$ cat src/rtl/polyphonic_sample_player_assert.svh
// Assertion macros for the polyphonic sample player.
`ifndef POLYPHONIC_SAMPLE_PLAYER_ASSERT_SVH
`define POLYPHONIC_SAMPLE_PLAYER_ASSERT_SVH

// Same-cycle implication, disabled in reset.
`define PSP_ASSERT_NOW(lbl, ante, cons, msg) \
  lbl: assert property (@(posedge clk) disable iff (rst) (ante) |-> (cons)) else $error(msg);

// Next-cycle implication, disabled in reset.
`define PSP_ASSERT_NEXT(lbl, ante, cons, msg) \
  lbl: assert property (@(posedge clk) disable iff (rst) (ante) |=> (cons)) else $error(msg);

`endif

$ cat src/rtl/psp_pkg.sv
// Shared types, codes and tables of the polyphonic sample player.
package psp_pkg;

  localparam int VOICES_DEF       = 8;
  localparam int SAMPLE_DEPTH_DEF = 65536;

  localparam int IN_W   = 56;  // input tdata width, padded to bytes
  localparam int OUT_W  = 32;
  localparam int USER_W = 2;
  localparam int CIDX_W = 3;
  localparam int CDAT_W = 40;
  localparam int POS_W  = 48;
  localparam int FRAC_W = 16;

  localparam logic [USER_W-1:0] OP_TICK     = 2'd0;
  localparam logic [USER_W-1:0] OP_NOTE_ON  = 2'd1;
  localparam logic [USER_W-1:0] OP_NOTE_OFF = 2'd2;
  localparam logic [USER_W-1:0] OP_LOAD     = 2'd3;

  localparam logic [CIDX_W-1:0] REG_LISTEN_CHANNEL = 3'd0;
  localparam logic [CIDX_W-1:0] REG_MONO_MODE      = 3'd1;
  localparam logic [CIDX_W-1:0] REG_SAMPLE_LENGTH  = 3'd2;
  localparam logic [CIDX_W-1:0] REG_START_OFFSET   = 3'd3;
  localparam logic [CIDX_W-1:0] REG_LOOP_BEGIN     = 3'd4;
  localparam logic [CIDX_W-1:0] REG_LOOP_FINISH    = 3'd5;
  localparam logic [CIDX_W-1:0] REG_BASE_STEP      = 3'd6;

  typedef enum logic [2:0] {
    ST_IDLE, ST_MUL_LO, ST_MUL_HI, ST_NOTE_FIN, ST_TICK, ST_DRAIN, ST_OUT
  } state_t;

  typedef struct packed {
    logic capture_note;
    logic load;
    logic note_off;
    logic mul_lo;
    logic mul_hi;
    logic note_fin;
    logic tick_start;
    logic issue;
    logic out_load;
  } psp_cmd_t;

  typedef struct packed {
    logic chan_hit;
    logic last_voice;
    logic out_free;
  } psp_stat_t;

  // round(2^20 * 2^(r/12))
  function automatic logic [20:0] semitone(input logic [3:0] r);
    logic [20:0] t;
    case (r)
      4'd0:    t = 21'd1048576;
      4'd1:    t = 21'd1110928;
      4'd2:    t = 21'd1176987;
      4'd3:    t = 21'd1246974;
      4'd4:    t = 21'd1321124;
      4'd5:    t = 21'd1399681;
      4'd6:    t = 21'd1482910;
      4'd7:    t = 21'd1571089;
      4'd8:    t = 21'd1664511;
      4'd9:    t = 21'd1763488;
      4'd10:   t = 21'd1868350;
      4'd11:   t = 21'd1979448;
      default: t = 21'd1048576;
    endcase
    return t;
  endfunction

endpackage

$ cat src/rtl/psp_ctrl.sv
// Sequencer for note-on, tick and output handoff.
module psp_ctrl (
  input  logic                clk,
  input  logic                rst,
  input  logic                in_fire,
  input  logic [1:0]          in_op,
  input  psp_pkg::psp_stat_t  stat,
  output logic                in_ready,
  output psp_pkg::psp_cmd_t   cmd
);

  psp_pkg::state_t state, state_next;

  always_ff @(posedge clk) begin
    if (rst) begin
      state <= psp_pkg::ST_IDLE;
    end else begin
      state <= state_next;
    end
  end

  always_comb begin
    state_next = state;
    cmd        = '0;
    in_ready   = (state == psp_pkg::ST_IDLE);
    case (state)
      psp_pkg::ST_IDLE: begin
        if (in_fire) begin
          case (in_op)
            psp_pkg::OP_LOAD: cmd.load = 1'b1;
            psp_pkg::OP_NOTE_OFF: cmd.note_off = stat.chan_hit;
            psp_pkg::OP_NOTE_ON: begin
              if (stat.chan_hit) begin
                cmd.capture_note = 1'b1;
                state_next       = psp_pkg::ST_MUL_LO;
              end
            end
            default: begin
              cmd.tick_start = 1'b1;
              state_next     = psp_pkg::ST_TICK;
            end
          endcase
        end
      end
      psp_pkg::ST_MUL_LO: begin
        cmd.mul_lo = 1'b1;
        state_next = psp_pkg::ST_MUL_HI;
      end
      psp_pkg::ST_MUL_HI: begin
        cmd.mul_hi = 1'b1;
        state_next = psp_pkg::ST_NOTE_FIN;
      end
      psp_pkg::ST_NOTE_FIN: begin
        cmd.note_fin = 1'b1;
        state_next   = psp_pkg::ST_IDLE;
      end
      psp_pkg::ST_TICK: begin
        cmd.issue = 1'b1;
        if (stat.last_voice) state_next = psp_pkg::ST_DRAIN;
      end
      psp_pkg::ST_DRAIN: state_next = psp_pkg::ST_OUT;
      psp_pkg::ST_OUT: begin
        if (stat.out_free) begin
          cmd.out_load = 1'b1;
          state_next   = psp_pkg::ST_IDLE;
        end
      end
      default: state_next = psp_pkg::ST_IDLE;
    endcase
  end

endmodule

$ cat config.mk
export PLATFORM = sky130hd
export DESIGN_NAME = psp_ctrl
export DESIGN_NICKNAME = d
export VERILOG_FILES = /design/src/rtl/polyphonic_sample_player_assert.svh /design/src/rtl/psp_pkg.sv /design/src/rtl/psp_ctrl.sv
export SDC_FILE = /design/constraint.sdc
export NUM_CORES = 1
export LEC_CHECK = 0
export BUFFER_PORTS_ARGS = -buffer_cell sky130_fd_sc_hd__buf_2
export CAP_MARGIN = 10
export CORE_AREA = 3 3 40 42
export DETAILED_ROUTE_END_ITERATION = 6
export DIE_AREA = 0 0 43 45
export MAX_ROUTING_LAYER = met4
export PLACE_DENSITY = 0.5
export SETUP_SLACK_MARGIN = 0.2
export SLEW_MARGIN = 20
export SYNTH_ARGS = -nofsm -noshare
export SYNTH_HDL_FRONTEND = slang
export SYNTH_SLANG_ARGS = --single-unit
$ cat constraint.sdc
create_clock -name clk -period 1.83 [get_ports clk]
set_input_delay 0.366 -clock clk [delete_from_list [all_inputs] [get_ports clk]]
set_output_delay 0.366 -clock clk [all_outputs]
set_load 0.05 [all_outputs]
==> metrics.cfg, run 1 <==
[logic_synthesis]
ys_seq_area_frac = 0.2388
syn_inst = 33
synth_xor_area_frac = 0
synthMuxAreaShare = 0
synth_top_area_share = 0.2388
syn_area_sq_um = 251.5
synth_compound_area_frac = 0.1692
yosys-top-cells-area = dfxtp_1 (24%), nand2b_1 (7.5%), nor3b_1 (6.0%), nand2b_4 (5.5%), and3_1 (5.0%)
synthAdderAreaFrac = 0
syn_area_per_cell_sq_um = 7.621
synthesis.nets = 41
synth_cell_types = 22
synth_top_family_by_area = simple AND/OR/NAND/NOR gates
synthSimpleGateAreaFrac = 0.5174
yosys.area.top_type = dfxtp_1
synth_warnings = 0
ys_seq_elements = 3

[timing]
finalWorstPathRequiredPeriod_ns = 1.676
slew_headroom = 0.8271
worstMarginPinSlew_ns = 0.2570
setup_violations = 0
maxSlewViolCount = 0
fin_tns_setup_ns = 0
finClkSkew_ns = 0.005897
finalCritPeriodShare = 0.9159
fmax_mhz = 596.6
rsz0062_at_grt = true
hold_viol = 0

[place]
io_buffer_count = 17
placedInstanceArea_sq_um = 406.6
gp_congestion = 0.7118
dp_hpwl_microns = 557.2

[critical_path]
cp_cell_sequence = nor3_4 > and2_4 > and3_4 > buf_6
crit_path_end_kind = output port
cp-start-kind = flip-flop
cp.arrival_ns = 1.31
worstSetupPathType = flip-flop to output port
critPathBufInv = 1
cpPeakStageDelay_ns = 0.33
critical_path.slowest_cell = dfxtp_2
cp_max_fo = 4
worstPathRequired_ns = 1.46
critPathTopFamily = simple AND/OR/NAND/NOR gates

[drt]
drt_wl_total_microns = 760
post-route-drc-count = 0
drtPass1Iterations = 1
routedWlPerCell_microns = 11.01
vias_per_cell = 4.507
drtIter0Drc = 0
vias = 311
ant_nets = 0

[floorplan]
coreArea_sq_um = 1285
die_w_microns = 43
pin_count = 18
initial_core_util = 0.1957
rows = 13
chipHeight_microns = 45
die_area_sq_um = 1935

[clock_tree]
clk_latency_ns = 0.24
cts-htree-levels = 1
cts_sinks = 3
postCtsHoldBufs = 0
numCtsBuffers = 3
post_cts_buffers = 0
cts_buffer_depth = 2
clkTransAtPathRegs_ns = 0.04
cts_tree = yes
cts-root-buf = clkbuf_4

[power]
power.total_uw = 350.9
power_density_nw_per_um2 = 749.8
leakage_nw = 0.2222
vdd.ir_drop.worst_v = 0.0003167

[global_route]
grt_usage = 0.09622
grt_pass1_vias = 313
grt_pass1_wl_microns = 1317
antenna_found_initial = 0
grt_max_degree = 10
grt_remaining_overflow = 0

[final_layout]
nFillCells = 141
final_area_sq_um = 467.9
nets = 63
largest_register_ffs = 3
area_growth_syn_to_layout_pct = 86.07
multi_input_area_sq_um = 226.5
largest_register = state
drive_gt1_frac = 0.6481
reg.largest.list = state (3)
num_antenna_cells = 0
final-seq-area_sq_um = 63.81

[flow_run]
cap_violations = 0

[status]
outcome = complete, no violations

[hold_path]
hold_class = primary input to flip-flop

==> logic make-up (layout without fill, tap and decap cells) <==
kind of cell / Yosys count / in the layout
flops: 3 / 3
compound gates: 6 / 6
buf+inv: 3 / 24
simple gates: 21 / 21
==> area by class of cell <==
cell class | count | area share
multi-input combinational | 27 | 0.4840
inverter | 1 | 0.008021
clock buffer | 4 | 0.05615
sequential | 3 | 0.1364
timing repair buffer | 19 | 0.2754
tap | 15 | 0.04011
==> timing repair <==
action	in CTS	in global routing
gates cloned	0	0
gates resized for setup	13	0
setup endpoints to repair	5	4
pin swaps	4	1
==> path summary, 6_finish.rpt <==
path	start	to	slack, ns	cells past startpoint
worst max-delay path	state[2]	cmd[8]	0.15	4
worst max register to register	state[1]	state[2]	0.72	4
worst min register to register	state[0]	state[1]	0.55	2
worst min-delay path	rst	state[1]	0.31	2
==> layer usage <==
metal / up-vias / wire (microns) / global-route usage
li1: 160 / - / -
met1: 134 / 318 / 0.1065
met2: 17 / 345 / 0.1407
met3: 0 / 96 / 0.03586
met4: 0 / 0 / 0.07229
met5: - / 0 / -
==> stage by stage <==
stage | setup slack, ns | std cells | utilization | hold slack, ns
2_1_floorplan | -0.1929 | 33 | - | 0.4351
3_3_place_gp | 0.2052 | 65 | 0.3165 | 0.5672
3_5_place_dp | 0.2327 | 65 | 0.3165 | 0.5630
4_1_cts | 0.1586 | 69 | 0.3642 | 0.3112
5_1_grt | 0.09293 | 69 | 0.3642 | 0.3132
6_report | 0.1539 | 69 | 0.3642 | 0.3135
==> where the power goes <==
group	switching, mW	leakage [nW]	internal [mW]	total, mW
Combinational	0.0937	0.181	0.0552	0.149
Sequential	0.0103	0.0258	0.0725	0.0828
Clock	0.0372	0.0150	0.0819	0.119
Total	0.141	0.222	0.210	0.351
==> cells in the final DEF, fill, tap and decap left out, drive strengths merged <==
cell | synthesis | routed
buf | 1 | 19
nand2b | 4 | 4
clkbuf | 1 | 4
nor3 | 3 | 3
nor2 | 3 | 3
dfxtp | 3 | 3
nand2 | 3 | 3
nor3b | 2 | 2
and3 | 2 | 2
and2 | 1 | 1
and3b | 1 | 1
nor2b | 1 | 1
nor4 | 1 | 1
o21ai | 1 | 1
a22oi | 1 | 1
inv | 1 | 1
a211o | 1 | 1
a211oi | 1 | 1
a311oi | 1 | 1
a21oi | 1 | 1
==> Yosys cell counts <==
cell type and count:
a211o_1 1, a211oi_1 1, a21oi_1 1, a22oi_1 1, a311oi_1 1, and2_1 1, and3_1 2, and3b_1 1
buf_6 1, clkbuf_1 1, dfxtp_1 3, inv_1 1, nand2_1 3, nand2b_1 3, nand2b_4 1, nor2_1 3
nor2b_1 1, nor3_1 2, nor3_2 1, nor3b_1 2, nor4_1 1, o21ai_0 1
Note: power is estimated with default switching activity, not from simulation.
==> run 2, diff against run 1 <==
--- a/config.mk
+++ b/config.mk
@@ -8,11 +8,11 @@
 export BUFFER_PORTS_ARGS = -buffer_cell sky130_fd_sc_hd__buf_2
 export CAP_MARGIN = 10
 export CORE_AREA = 3 3 40 42
+export CTS_CLUSTER_SIZE = 10
 export DETAILED_ROUTE_END_ITERATION = 6
 export DIE_AREA = 0 0 43 45
 export MAX_ROUTING_LAYER = met4
 export PLACE_DENSITY = 0.5
-export SETUP_SLACK_MARGIN = 0.2
 export SLEW_MARGIN = 20
 export SYNTH_ARGS = -nofsm -noshare
 export SYNTH_HDL_FRONTEND = slang
==> metrics.cfg, run 2 (synthesis results as in run 1) <==
[place]
dp_slack_ns = 0.2614  ; +0.02877 ns
placedInstanceArea_sq_um = 414.1  ; +1.8%
gp_congestion = 0.6487  ; -8.9%
io_buffer_count = 17  ; unchanged
dp_hpwl_microns = 591.1  ; +6.1%

[critical_path]
reg2reg_to = state[0]
critPathLaunch = state[1]
r2r_slack_ns = 0.57  ; -0.15 ns
cpPeakStageDelay_ns = 0.35  ; +0.02 ns
cp.depth = 4  ; unchanged
cp_max_fo = 6  ; +2
cp-endpoint = cmd[6]
critical_path.slowest_cell = dfxtp_2
cp_cell_sequence = nor3_4 > nand2_2 > nor3_4 > clkbuf_4
critPathTopFamily = simple AND/OR/NAND/NOR gates
critPathBufInv = 1  ; unchanged
worstReg2RegStart = state[1]
worstSetupPathType = flip-flop to output port
cp-start-kind = flip-flop
cp.arrival_ns = 1.37  ; +0.06 ns
worstPathRequired_ns = 1.46  ; about the same
worstRegToRegCells = 4  ; unchanged
cpMostUsedCell = nor3_4
crit_path_end_kind = output port

[final_layout]
drive_gt1_frac = 0.6071  ; -0.04101
num_antenna_cells = 0  ; unchanged
largest_register = state
reg.largest.list = state (3)
final_common_cell = buf_2
area_growth_syn_to_layout_pct = 82.59
largest_register_ffs = 3  ; unchanged
layout_common_cells = buf_2 (13), buf_4 (6), clkbuf_4 (5)
final_area_sq_um = 459.2  ; -1.9%
nFillCells = 143  ; +1.4%
nets = 65  ; +3.2%

[drt]
drt_wl_total_microns = 754  ; -0.79%
drtIter0Drc = 4  ; +4
ant_nets = 0  ; unchanged
vias_per_cell = 4.479  ; -0.63%
drtPass1Iterations = 3  ; +2
vias = 318  ; +2.3%
routedWlPerCell_microns = 10.62  ; -3.6%
post-route-drc-count = 0  ; unchanged

[power]
leakage_nw = 0.2237  ; +0.69%
vdd.ir_drop.worst_v = 0.0003273  ; +3.3%
power_density_nw_per_um2 = 761.1  ; +1.5%

[global_route]
grt_max_degree = 9  ; -1
antenna_found_initial = 0  ; unchanged
grt_remaining_overflow = 0  ; unchanged
grt_usage = 0.09005  ; -0.006168
grt_pass1_vias = 325  ; +3.8%
grt_pass1_wl_microns = 1262  ; -4.2%

[timing]
worstMarginPinSlew_ns = 0.2328  ; -0.02420 ns
slew_headroom = 0.8434  ; +0.01628
worst_slack_ns = 0.09882  ; -0.05507 ns
finalCritPeriodShare = 0.9460  ; +0.03009
holdWs_ns = 0.3162  ; +0.002651 ns
rsz0062_at_grt = false
fmax_mhz = 577.6  ; -3.2%
fin_tns_setup_ns = 0  ; unchanged
finClkSkew_ns = 0.001913  ; -0.003984 ns
maxSlewViolCount = 0  ; unchanged
setup_violations = 0  ; unchanged
finalWorstPathRequiredPeriod_ns = 1.731  ; +0.05507 ns
hold_viol = 0  ; unchanged

[clock_tree]
cts_sinks = 3  ; unchanged
clk_latency_ns = 0.23  ; about the same
cts-htree-levels = 1  ; unchanged
clkTransAtPathRegs_ns = 0.04  ; about the same
cts_tree = yes
cts_buffer_depth = 2  ; unchanged
numCtsBuffers = 3  ; unchanged
cts-root-buf = clkbuf_4
postCtsHoldBufs = 0  ; unchanged

[status]
outcome = complete, no violations

[floorplan]
rows = 13  ; unchanged
coreArea_sq_um = 1285  ; unchanged
die_area_sq_um = 1935  ; unchanged
initial_core_util = 0.1957  ; unchanged
chipHeight_microns = 45  ; unchanged
die_w_microns = 43  ; unchanged
pin_count = 18  ; unchanged

[flow_run]
cap_violations = 0  ; unchanged

[hold_path]
hold_class = primary input to flip-flop

run 2: cell types whose count changed in the layout (fill, tap and decap cells not counted):
cell / before / now
dfxtp_2: 3 / 1
buf_4: 2 / 6
buf_6: 3 / 0
and2_4: 1 / 0
and2_1: 0 / 1
clkbuf_4: 3 / 5
dfxtp_1: 0 / 2
buf_8: 1 / 0
run 2: area by class of cell:
type	instances	area [sq um]	area share
Tap cell	15	18.77	0.04087
Timing Repair Buffer	21	125.1	0.2725
Clock buffer	4	26.28	0.05722
Inverter	1	3.754	0.008174
Multi-Input combinational cell	27	224.0	0.4877
Sequential cell	3	61.31	0.1335
run 2: timing repair:
action	CTS	global route
resized for setup	0	7
endpoints found under the hold margin	0	0
endpoints found under the setup margin	0	4
setup buffers	0	1
run 2: worst min path at each step:
| stage | start | endpoint | slack (ns) | cells past startpoint |
|---|---|---|---|---|
| floorplan | rst | state[1] | 0.44 | 1 |
| global placement | rst | state[1] | 0.56 | 2 |
| detailed placement | rst | state[1] | 0.56 | 2 |
| CTS | rst | state[1] | 0.32 | 2 |
| global route | rst | state[1] | 0.32 | 2 |
| finish | rst | state[1] | 0.32 | 2 |
run 2: routing by layer:
metal / GRT usage / up-vias / routed length (microns)
met4: 0.05422 / 0 / 0
met5: - / - / 0
met3: 0.02390 / 0 / 71
li1: - / 163 / -
met1: 0.1084 / 138 / 362
met2: 0.1347 / 17 / 321
run 2: metrics by stage:
stage,cells,power [mW],utilization
floorplan,33,0.1914,-
global placement,66,0.2266,0.3223
detailed placement,66,0.2266,0.3223
CTS,70,0.3465,0.3427
global route,71,0.3744,0.3574
finish,71,0.3495,0.3574
run 2: power breakdown:
part,internal (mW),switching [mW]
logic,0.0569,0.0969
clock network,0.0817,0.0344
registers,0.0718,0.00783
